==> src/design/hps_pkg.sv <==
package hps_pkg;

    localparam int MAX_BINS_DEF   = 256;
    localparam int COUNT_BITS_DEF = 24;

    // fixed field widths of the stream payload
    localparam int BIN_W    = 24;
    localparam int PWIDTH_W = 9;
    localparam int HEIGHT_W = 24;
    localparam int TOP_W    = 8;
    localparam int SUM_W    = 40;
    localparam int EDGE_W   = 9;

    localparam int S_TDATA_W = 24;
    localparam int M_FIELD_W = PWIDTH_W + HEIGHT_W + TOP_W + SUM_W + 2 * EDGE_W;
    localparam int M_TDATA_W = ((M_FIELD_W + 7) / 8) * 8;

    typedef struct packed {
        logic                peak_valid;
        logic                end_of_list;
        logic [PWIDTH_W-1:0] peak_width;
        logic [HEIGHT_W-1:0] peak_height;
        logic [TOP_W-1:0]    top_position;
        logic [SUM_W-1:0]    weighted_sum;
        logic [EDGE_W-1:0]   left_edge;
        logic [EDGE_W-1:0]   right_edge;
    } result_t;

endpackage

==> src/design/hps_product.sv <==
module hps_product #(
    parameter int MAX_BINS   = hps_pkg::MAX_BINS_DEF,
    parameter int COUNT_BITS = hps_pkg::COUNT_BITS_DEF
) (
    input  logic                                          aclk,
    input  logic                                          take,
    input  logic [$clog2(MAX_BINS)-1:0]                   idx_next,
    input  logic [COUNT_BITS-1:0]                         cur,
    output logic [$clog2(MAX_BINS)+COUNT_BITS-1:0]        prod
);
    import hps_pkg::*;

    localparam int IDX_W  = $clog2(MAX_BINS);
    localparam int PROD_W = IDX_W + COUNT_BITS;

    logic [PROD_W-1:0] prod_reg;

    // index times value of the bin just taken, ready for the next transfer
    always_ff @(posedge aclk) begin
        if (take) begin
            prod_reg <= PROD_W'(idx_next) * PROD_W'(cur);
        end
    end

    assign prod = prod_reg;

endmodule

==> src/design/hps_tracker.sv <==
module hps_tracker #(
    parameter int MAX_BINS   = hps_pkg::MAX_BINS_DEF,
    parameter int COUNT_BITS = hps_pkg::COUNT_BITS_DEF
) (
    input  logic                                   aclk,
    input  logic                                   aresetn,
    input  logic                                   take,
    input  logic [COUNT_BITS-1:0]                  cur,
    input  logic                                   last,
    input  logic [$clog2(MAX_BINS)+COUNT_BITS-1:0] prod,
    output logic [$clog2(MAX_BINS)-1:0]            idx_next,
    output hps_pkg::result_t                       res,
    output logic                                   res_valid
);
    import hps_pkg::*;

    localparam int IDX_W = $clog2(MAX_BINS);
    localparam int WID_W = $clog2(MAX_BINS + 1);

    logic [COUNT_BITS-1:0] prev_reg,     prev_next;
    logic [IDX_W-1:0]      idx_reg;
    logic                  have_prev_reg, have_prev_next;
    logic                  open_reg,     open_next;
    logic                  rising_reg,   rising_next;
    logic                  emitted_reg,  emitted_next;
    logic [WID_W-1:0]      width_reg,    width_next;
    logic [COUNT_BITS-1:0] height_reg,   height_next;
    logic [IDX_W-1:0]      top_reg,      top_next;
    logic [SUM_W-1:0]      sum_reg,      sum_next;
    logic [WID_W-1:0]      left_reg,     left_next;

    logic [SUM_W-1:0]      prod_sum;
    logic [SUM_W-1:0]      sum_acc;
    logic [WID_W-1:0]      width_inc;
    logic [WID_W-1:0]      i_plus1;
    logic                  close_now;
    logic                  flush;
    logic                  pk_valid;
    logic [WID_W-1:0]      pk_width;
    logic [COUNT_BITS-1:0] pk_height;
    logic [IDX_W-1:0]      pk_top;
    logic [SUM_W-1:0]      pk_sum;
    logic [WID_W-1:0]      pk_left;
    logic [WID_W-1:0]      pk_right;

    assign prod_sum  = SUM_W'(prod);
    assign sum_acc   = sum_reg + prod_sum;
    assign width_inc = (width_reg < WID_W'(MAX_BINS)) ? width_reg + 1'b1 : width_reg;
    assign i_plus1   = WID_W'(idx_reg) + 1'b1;

    always_comb begin
        prev_next      = cur;
        have_prev_next = 1'b1;
        idx_next       = idx_reg;
        open_next      = open_reg;
        rising_next    = rising_reg;
        emitted_next   = emitted_reg;
        width_next     = width_reg;
        height_next    = height_reg;
        top_next       = top_reg;
        sum_next       = sum_reg;
        left_next      = left_reg;
        close_now      = 1'b0;

        if (have_prev_reg) begin
            if (open_reg) begin
                width_next = width_inc;
                sum_next   = sum_acc;
                if (rising_reg) begin
                    if (cur < prev_reg) begin
                        height_next = prev_reg;
                        top_next    = idx_reg;
                        rising_next = 1'b0;
                    end
                end else if (cur > prev_reg) begin
                    // rise after the fall: close and reopen at the next bin
                    close_now    = 1'b1;
                    emitted_next = 1'b0;
                    width_next   = '0;
                    height_next  = '0;
                    top_next     = '0;
                    sum_next     = '0;
                    left_next    = i_plus1;
                    rising_next  = 1'b1;
                end else if (cur == prev_reg) begin
                    close_now    = 1'b1;
                    emitted_next = 1'b1;
                    rising_next  = 1'b0;
                    open_next    = 1'b0;
                end
            end else if (cur > prev_reg) begin
                width_next   = WID_W'(1);
                height_next  = prev_reg;
                top_next     = idx_reg;
                sum_next     = prod_sum;
                left_next    = WID_W'(idx_reg);
                emitted_next = 1'b0;
                rising_next  = 1'b1;
                open_next    = 1'b1;
            end
            if (idx_reg != IDX_W'(MAX_BINS - 1)) begin
                idx_next = idx_reg + 1'b1;
            end
        end else begin
            idx_next = '0;
        end

        flush = last && !close_now && !emitted_next && (width_next != '0);

        // a closing peak shows its totals before the clear
        if (close_now) begin
            pk_width  = width_inc;
            pk_height = height_reg;
            pk_top    = top_reg;
            pk_sum    = sum_acc;
            pk_left   = left_reg;
            pk_right  = i_plus1;
        end else begin
            pk_width  = width_next;
            pk_height = height_next;
            pk_top    = top_next;
            pk_sum    = sum_next;
            pk_left   = left_next;
            pk_right  = WID_W'(idx_next) + 1'b1;
        end
        pk_valid = close_now || flush;

        res.peak_valid  = pk_valid;
        res.end_of_list = last;
        if (pk_valid) begin
            res.peak_width   = PWIDTH_W'(pk_width);
            res.peak_height  = HEIGHT_W'(pk_height);
            res.top_position = TOP_W'(pk_top);
            res.weighted_sum = pk_sum;
            res.left_edge    = EDGE_W'(pk_left);
            res.right_edge   = EDGE_W'(pk_right);
        end else begin
            res.peak_width   = '0;
            res.peak_height  = '0;
            res.top_position = '0;
            res.weighted_sum = '0;
            res.left_edge    = '0;
            res.right_edge   = '0;
        end
        res_valid = pk_valid || last;

        // end of histogram: back to the reset state
        if (last) begin
            have_prev_next = 1'b0;
            open_next      = 1'b0;
            rising_next    = 1'b0;
            emitted_next   = 1'b0;
            width_next     = '0;
            height_next    = '0;
            top_next       = '0;
            sum_next       = '0;
            left_next      = '0;
        end
    end

    always_ff @(posedge aclk) begin
        if (!aresetn) begin
            have_prev_reg <= 1'b0;
            open_reg      <= 1'b0;
            rising_reg    <= 1'b0;
            emitted_reg   <= 1'b0;
            width_reg     <= '0;
            idx_reg       <= '0;
        end else if (take) begin
            have_prev_reg <= have_prev_next;
            open_reg      <= open_next;
            rising_reg    <= rising_next;
            emitted_reg   <= emitted_next;
            width_reg     <= width_next;
            idx_reg       <= last ? '0 : idx_next;
        end
    end

    always_ff @(posedge aclk) begin
        if (take) begin
            prev_reg   <= prev_next;
            height_reg <= height_next;
            top_reg    <= top_next;
            sum_reg    <= sum_next;
            left_reg   <= left_next;
        end
    end

endmodule

==> src/design/hps_out_stage.sv <==
module hps_out_stage (
    input  logic             aclk,
    input  logic             aresetn,
    input  logic             take,
    input  hps_pkg::result_t res,
    input  logic             res_valid,
    input  logic             m_tready,
    output logic             m_tvalid,
    output hps_pkg::result_t m_res,
    output logic             in_ready
);
    import hps_pkg::*;

    logic    valid_reg;
    result_t res_reg;

    assign in_ready = !valid_reg || m_tready;

    always_ff @(posedge aclk) begin
        if (!aresetn) begin
            valid_reg <= 1'b0;
        end else if (take && res_valid) begin
            valid_reg <= 1'b1;
        end else if (m_tready) begin
            valid_reg <= 1'b0;
        end
    end

    always_ff @(posedge aclk) begin
        if (take && res_valid) begin
            res_reg <= res;
        end
    end

    assign m_tvalid = valid_reg;
    assign m_res    = res_reg;

endmodule

==> src/design/histogram_peak_segmenter.sv <==
// Splits a histogram, streamed one bin per transfer in index order with tlast
// on the final bin, into peaks. A peak opens where the bins rise, takes its
// top at the first fall, and closes on a rise or a flat step after the fall;
// an open peak is flushed on the last bin, and the last bin itself is never
// counted into a peak. A result transfer carries one finished peak (tuser
// high); the transfer caused by the last bin always comes and has tlast set,
// with all data zero if it carries no peak. The block takes one bin every
// cycle unless the output stalls, and registers its result on the transfer,
// a rate set by the compare and 40-bit accumulate on the tracker state, with
// the index-times-count product formed one bin ahead in its own register.
// The stream may start again with a new histogram right after tlast.
module histogram_peak_segmenter #(
    parameter int MAX_BINS   = hps_pkg::MAX_BINS_DEF,
    parameter int COUNT_BITS = hps_pkg::COUNT_BITS_DEF
) (
    input  logic                          aclk,
    input  logic                          aresetn,
    input  logic                          s_tvalid,
    output logic                          s_tready,
    input  logic [hps_pkg::S_TDATA_W-1:0] s_tdata,   // [23:0] bin_count
    input  logic                          s_tlast,   // last_bin
    output logic                          m_tvalid,
    input  logic                          m_tready,
    // [8:0] peak_width, [32:9] peak_height, [40:33] top_position,
    // [80:41] weighted_sum, [89:81] left_edge, [98:90] right_edge, zero above
    output logic [hps_pkg::M_TDATA_W-1:0] m_tdata,
    output logic                          m_tuser,   // peak_valid
    output logic                          m_tlast    // end_of_list
);
    import hps_pkg::*;

    localparam int IDX_W  = $clog2(MAX_BINS);
    localparam int PROD_W = IDX_W + COUNT_BITS;

    logic                  take;
    logic [COUNT_BITS-1:0] cur;
    logic [IDX_W-1:0]      idx_next;
    logic [PROD_W-1:0]     prod;
    result_t               res;
    logic                  res_valid;
    result_t               m_res;

    assign take = s_tvalid && s_tready;
    assign cur  = COUNT_BITS'(s_tdata[BIN_W-1:0]);

    hps_product #(
        .MAX_BINS   (MAX_BINS),
        .COUNT_BITS (COUNT_BITS)
    ) u_product (
        .aclk     (aclk),
        .take     (take),
        .idx_next (idx_next),
        .cur      (cur),
        .prod     (prod)
    );

    hps_tracker #(
        .MAX_BINS   (MAX_BINS),
        .COUNT_BITS (COUNT_BITS)
    ) u_tracker (
        .aclk      (aclk),
        .aresetn   (aresetn),
        .take      (take),
        .cur       (cur),
        .last      (s_tlast),
        .prod      (prod),
        .idx_next  (idx_next),
        .res       (res),
        .res_valid (res_valid)
    );

    hps_out_stage u_out (
        .aclk      (aclk),
        .aresetn   (aresetn),
        .take      (take),
        .res       (res),
        .res_valid (res_valid),
        .m_tready  (m_tready),
        .m_tvalid  (m_tvalid),
        .m_res     (m_res),
        .in_ready  (s_tready)
    );

    assign m_tdata = M_TDATA_W'({m_res.right_edge, m_res.left_edge, m_res.weighted_sum,
                                 m_res.top_position, m_res.peak_height, m_res.peak_width});
    assign m_tuser = m_res.peak_valid;
    assign m_tlast = m_res.end_of_list;

    // an empty output register never holds off the input
    a_ready_when_empty: assert property (@(posedge aclk) disable iff (!aresetn)
        !m_tvalid |-> s_tready)
        else $error("input stalled with empty output register");

    // the last bin always yields a tlast transfer on the next cycle
    a_last_gives_result: assert property (@(posedge aclk) disable iff (!aresetn)
        (s_tvalid && s_tready && s_tlast) |=> (m_tvalid && m_tlast))
        else $error("last bin produced no end-of-list result");

    // a result without a peak is only the end marker, with zero data
    a_empty_result: assert property (@(posedge aclk) disable iff (!aresetn)
        (m_tvalid && !m_tuser) |-> (m_tlast && (m_tdata == '0)))
        else $error("result without peak is not a clean end marker");

    // every finished peak has counted at least one bin
    a_peak_width: assert property (@(posedge aclk) disable iff (!aresetn)
        (m_tvalid && m_tuser) |-> (m_tdata[PWIDTH_W-1:0] != '0))
        else $error("peak delivered with zero width");

endmodule

==> config.mk <==
export PLATFORM = sky130hd
export DESIGN_NAME = histogram_peak_segmenter
export DESIGN_NICKNAME = d
export VERILOG_FILES = /design/src/design/hps_pkg.sv /design/src/design/hps_product.sv /design/src/design/hps_tracker.sv /design/src/design/hps_out_stage.sv /design/src/design/histogram_peak_segmenter.sv
export SDC_FILE = /design/constraint.sdc
export NUM_CORES = 1
export LEC_CHECK = 0
export ABC_AREA = 1
export CAP_MARGIN = 20
export CORE_UTILIZATION = 50
export CTS_BUF_LIST = sky130_fd_sc_hd__clkbuf_16
export DETAILED_ROUTE_END_ITERATION = 7
export DONT_BUFFER_PORTS = 1
export HOLD_SLACK_MARGIN = 0.08
export SLEW_MARGIN = 25
export SYNTH_ARGS = -nofsm -noshare
export SYNTH_HDL_FRONTEND = slang
export SYNTH_SLANG_ARGS = --single-unit
==> constraint.sdc <==
create_clock -name aclk -period 10.06 [get_ports aclk]
set_input_delay 0.503 -clock aclk [delete_from_list [all_inputs] [get_ports aclk]]
set_output_delay 0.503 -clock aclk [all_outputs]
set_load 0.03 [all_outputs]
==> impl_metrics.prom <==
# TYPE chip_impl_metric gauge
chip_impl_metric{name="die_y",unit="um"} 211.1
chip_impl_metric{name="ctsHtreeMaxLevel",unit=""} 1
chip_impl_info{name="endpoint_kind",value="register"} 1
chip_impl_metric{name="arrival_time_at_the_worst_endpoint",unit="ps"} 7660
chip_impl_metric{name="overflow",unit=""} 0
chip_impl_metric{name="place.gp.congestion",unit=""} 0.9347
chip_impl_metric{name="finalCriticalPeriod",unit="ps"} 7336
chip_impl_metric{name="clk_path_buf_depth",unit=""} 3
chip_impl_metric{name="clock_pin_slew_of_the_registers_on_the_worst_case_setup_and_hold_paths",unit="ps"} 60
chip_impl_metric{name="initial_util",unit="%"} 50.74
chip_impl_metric{name="synth_enable_flop_cells",unit=""} 238
chip_impl_info{name="clockRootBuffer",value="clkbuf_16"} 1
chip_impl_metric{name="yosysSeqAreaShare",unit="%"} 34.71
chip_impl_metric{name="r2r_setup_slack",unit="ps"} 2720
chip_impl_metric{name="global_route_wire_length_before_repair",unit="mm"} 102.0
chip_impl_metric{name="post_route_cells_drive_above_1_share",unit="%"} 6.967
chip_impl_metric{name="viasPerCell",unit=""} 5.593
chip_impl_metric{name="floorplan.io_pins",unit=""} 137
chip_impl_metric{name="post_cts_setup_buffer_count",unit=""} 0
chip_impl_metric{name="clk-insertion-delay-late",unit="ps"} 600
chip_impl_metric{name="fraction_of_registers_with_async_set_reset",unit="%"} 0
chip_impl_metric{name="via_count_of_the_first_global_routing_pass",unit=""} 17139
chip_impl_metric{name="final_antenna_net_count",unit=""} 0
chip_impl_metric{name="finalNetCount",unit=""} 2890
chip_impl_metric{name="finalSetupViolCount",unit=""} 0
chip_impl_metric{name="post_synth_top_area_share",unit="%"} 32.70
chip_impl_metric{name="synth.yosys.warnings",unit=""} 0
chip_impl_metric{name="synth.avg_cell_area",unit="sq um"} 8.245
chip_impl_metric{name="switchingPower",unit="uW"} 894.7
chip_impl_metric{name="vias",unit=""} 18050
chip_impl_metric{name="drt-wirelength-per-cell",unit="um"} 20.52
chip_impl_info{name="synthFlopType",value="edfxtp_1"} 1
chip_impl_metric{name="timing.clock.skew",unit="ps"} 22.33
chip_impl_info{name="reg2reg_to",value="u_product.prod[26]"} 1
chip_impl_metric{name="synth.lib_cells_used.distinct",unit=""} 57
chip_impl_metric{name="synth.ff_latch_count",unit=""} 260
chip_impl_metric{name="post-layout-total-power",unit="uW"} 2911
chip_impl_metric{name="fp.dieArea",unit="sq um"} 44550
chip_impl_info{name="synth.largest_area_cell",value="edfxtp_1"} 1
chip_impl_metric{name="route.detailed.drc",unit=""} 0
chip_impl_metric{name="area_added_between_synthesis_and_finish",unit="%"} 7.110
chip_impl_metric{name="drt_wl_total",unit="mm"} 66.23
chip_impl_metric{name="grt_max_degree",unit=""} 107
chip_impl_metric{name="antenna_found_initial",unit=""} 2
chip_impl_metric{name="mapped_cells",unit=""} 2651
chip_impl_metric{name="die_x",unit="um"} 211.1
chip_impl_metric{name="cts-buffers-inserted",unit=""} 30
chip_impl_metric{name="dr.pass1.iters",unit=""} 6
chip_impl_metric{name="cts_hold_buf",unit=""} 26
chip_impl_metric{name="combinationalPowerShare",unit="%"} 16.3
chip_impl_metric{name="finalNonFillerCells",unit=""} 3227
chip_impl_metric{name="swShare",unit="%"} 30.73
chip_impl_metric{name="synthesis.area",unit="sq um"} 21860
chip_impl_metric{name="critical_path.max_stage_delay",unit="ps"} 550
chip_impl_metric{name="crit_fanout",unit=""} 21
chip_impl_metric{name="critPathRequiredTime",unit="ps"} 10390
chip_impl_metric{name="power.density_cell_area",unit="nW/um^2"} 124.4
chip_impl_info{name="cpMaxStageDelayCell",value="fa_1"} 1
chip_impl_metric{name="internal_power",unit="uW"} 2017
chip_impl_metric{name="clock_power_share",unit="%"} 38.1
chip_impl_info{name="run_status",value="finished clean"} 1
chip_impl_metric{name="timing.final.max_slew_violations",unit=""} 0
chip_impl_metric{name="detail_route.iter0.violations",unit=""} 1736
chip_impl_info{name="grt_setup_unrepaired",value="false"} 1
chip_impl_metric{name="slew_headroom",unit="%"} 27.79
chip_impl_metric{name="dpl.cell_count",unit=""} 3144
chip_impl_metric{name="cts.sinks",unit=""} 260
chip_impl_metric{name="grt.total_usage",unit="%"} 30.02
chip_impl_metric{name="finalHoldViolCount",unit=""} 0
chip_impl_metric{name="p_leak",unit="uW"} 0.01046
chip_impl_info{name="hp-class",value="input pin to register"} 1
chip_impl_metric{name="rows",unit=""} 76
chip_impl_metric{name="final.setup.tns",unit="ps"} 0
chip_impl_metric{name="placeableCoreArea",unit="sq um"} 43080
chip_impl_info{name="timing.setup.critical_path_class",value="register to register"} 1
chip_impl_metric{name="min_path_cells",unit=""} 1
chip_impl_info{name="most_frequent_cells_in_the_layout",value="nand2_1 (569), inv_1 (392), nor2_1 (297)"} 1
chip_impl_metric{name="largest_register_ffs",unit=""} 101
chip_impl_metric{name="fin_crit_sh",unit="%"} 72.93
chip_impl_info{name="rr_startpoint",value="u_tracker.idx_reg[0]"} 1
chip_impl_info{name="synth.area.top_cells",value="edfxtp_1 (33%), fa_1 (12%), nand2_1 (9.8%)"} 1
chip_impl_info{name="cts_tree",value="yes"} 1
chip_impl_metric{name="reg2regPathDepth",unit=""} 28
chip_impl_info{name="holdPathEnd",value="u_tracker.height_reg[1]"} 1
chip_impl_metric{name="vdd_ir_drop_max",unit="mV"} 0.1368
chip_impl_info{name="crit_path_start_kind",value="register"} 1
chip_impl_metric{name="drv.max_cap_violation_count",unit=""} 0
chip_impl_info{name="worst_hold_startpoint",value="s_tlast"} 1
chip_impl_metric{name="portBuffers",unit=""} 0
chip_impl_metric{name="ctsResizeCount",unit=""} 0
chip_impl_info{name="final_common_cell",value="nand2_1"} 1
chip_impl_metric{name="seqPwrFrac",unit="%"} 45.6
chip_impl_metric{name="fmaxAchievable",unit="MHz"} 136.3
chip_impl_metric{name="tightestPinTransition",unit="ps"} 1083
chip_impl_metric{name="hpwl",unit="mm"} 49.51
==> synth_stat cells (all sizes together), types with 14 or more instances <==
cell	n
nand2	580
inv	395
nor2	305
edfxtp	238
o21ai	195
nand3	161
fa	133
a21oi	127
ha	111
clkbuf	63
xor2	56
o211ai	49
buf	45
dfxtp	22
and2	18
or2	18
o22ai	17
xnor2	14
==> worst max path at each step <==
stage | end | slack (ps) | cells after the start | start
after floorplan | u_out.m_res[0] | 2850 | 12 | s_tdata[15]
after CTS | u_product.prod[26] | 2760 | 28 | u_tracker.idx_reg[0]
after global routing | u_product.prod[26] | 2190 | 28 | u_tracker.idx_reg[0]
after detailed placement | u_product.prod[26] | 2780 | 28 | u_tracker.idx_reg[0]
after global placement | u_product.prod[26] | 3010 | 28 | u_tracker.idx_reg[0]
final | u_product.prod[26] | 2720 | 28 | u_tracker.idx_reg[0]
==> kinds of logic after synthesis <==
logic type | synth area share [%]
flops | 34.71
fa+ha+maj | 18.54
other cells | 0.01716
simple gates | 21.50
compound gates | 12.94
buf+inv | 9.497
xor+xnor | 2.805
==> power groups by stage <==
stage | Sequential [uW] | Clock [uW] | Combinational (uW)
final | 1330 | 1110 | 475
after global routing | 1330 | 1160 | 528
after floorplan | 1330 | 0 | 352
after global placement | 1350 | 0 | 452
after detailed placement | 1350 | 0 | 458
after CTS | 1330 | 1130 | 471
==> layer usage <==
layer  track usage, %  up-vias  share of wire [%]
li1                 -     8585                  -
met1            44.48     8696                 45
met2            43.39      673                 42
met3            6.230       96                9.0
met4            9.820        0                3.2
met5                0        -                  0
==> metrics by stage <==
| step | hold slack, ps | area (sq um) | setup WS (ps) | utilization, % |
|---|---|---|---|---|
| 4_1_cts | 80.41 | 23410 | 2759 | 54.34 |
| 5_1_grt | 80.09 | 23410 | 2186 | 54.34 |
| 6_report | 106.1 | 23410 | 2724 | 54.35 |
| 3_3_place_gp | 453.6 | 22150 | 3012 | 51.41 |
| 2_1_floorplan | 445.4 | 21870 | 2855 | - |
| 3_5_place_dp | 458.6 | 22150 | 2783 | 51.42 |
==> cell type report <==
| cell class | instances | area (sq um) |
|---|---|---|
| fillers | 4055 | 19670 |
| multi-input cells | 1888 | 12230 |
| flip-flops and latches | 260 | 7591 |
| inverters | 399 | 1505 |
| clock buffers | 30 | 750.7 |
| well taps | 585 | 732.0 |
| repair buffers | 38 | 354.1 |
| clock inverters | 26 | 249.0 |
| diodes | 1 | 2.502 |
==> critical path, delay by kind of cell, from the launching register on <==
| kind | cells | cell delay, ps |
|---|---|---|
| adder cells (fa/ha/maj) | 6 | 2720 |
| AND/OR/NAND/NOR | 9 | 1510 |
| AO/OA/AOI/OAI | 6 | 1420 |
| buffers and inverters | 6 | 750 |
| flip-flops | 1 | 460 |
| XOR/XNOR | 1 | 160 |
(Power assumes the default switching activity.)
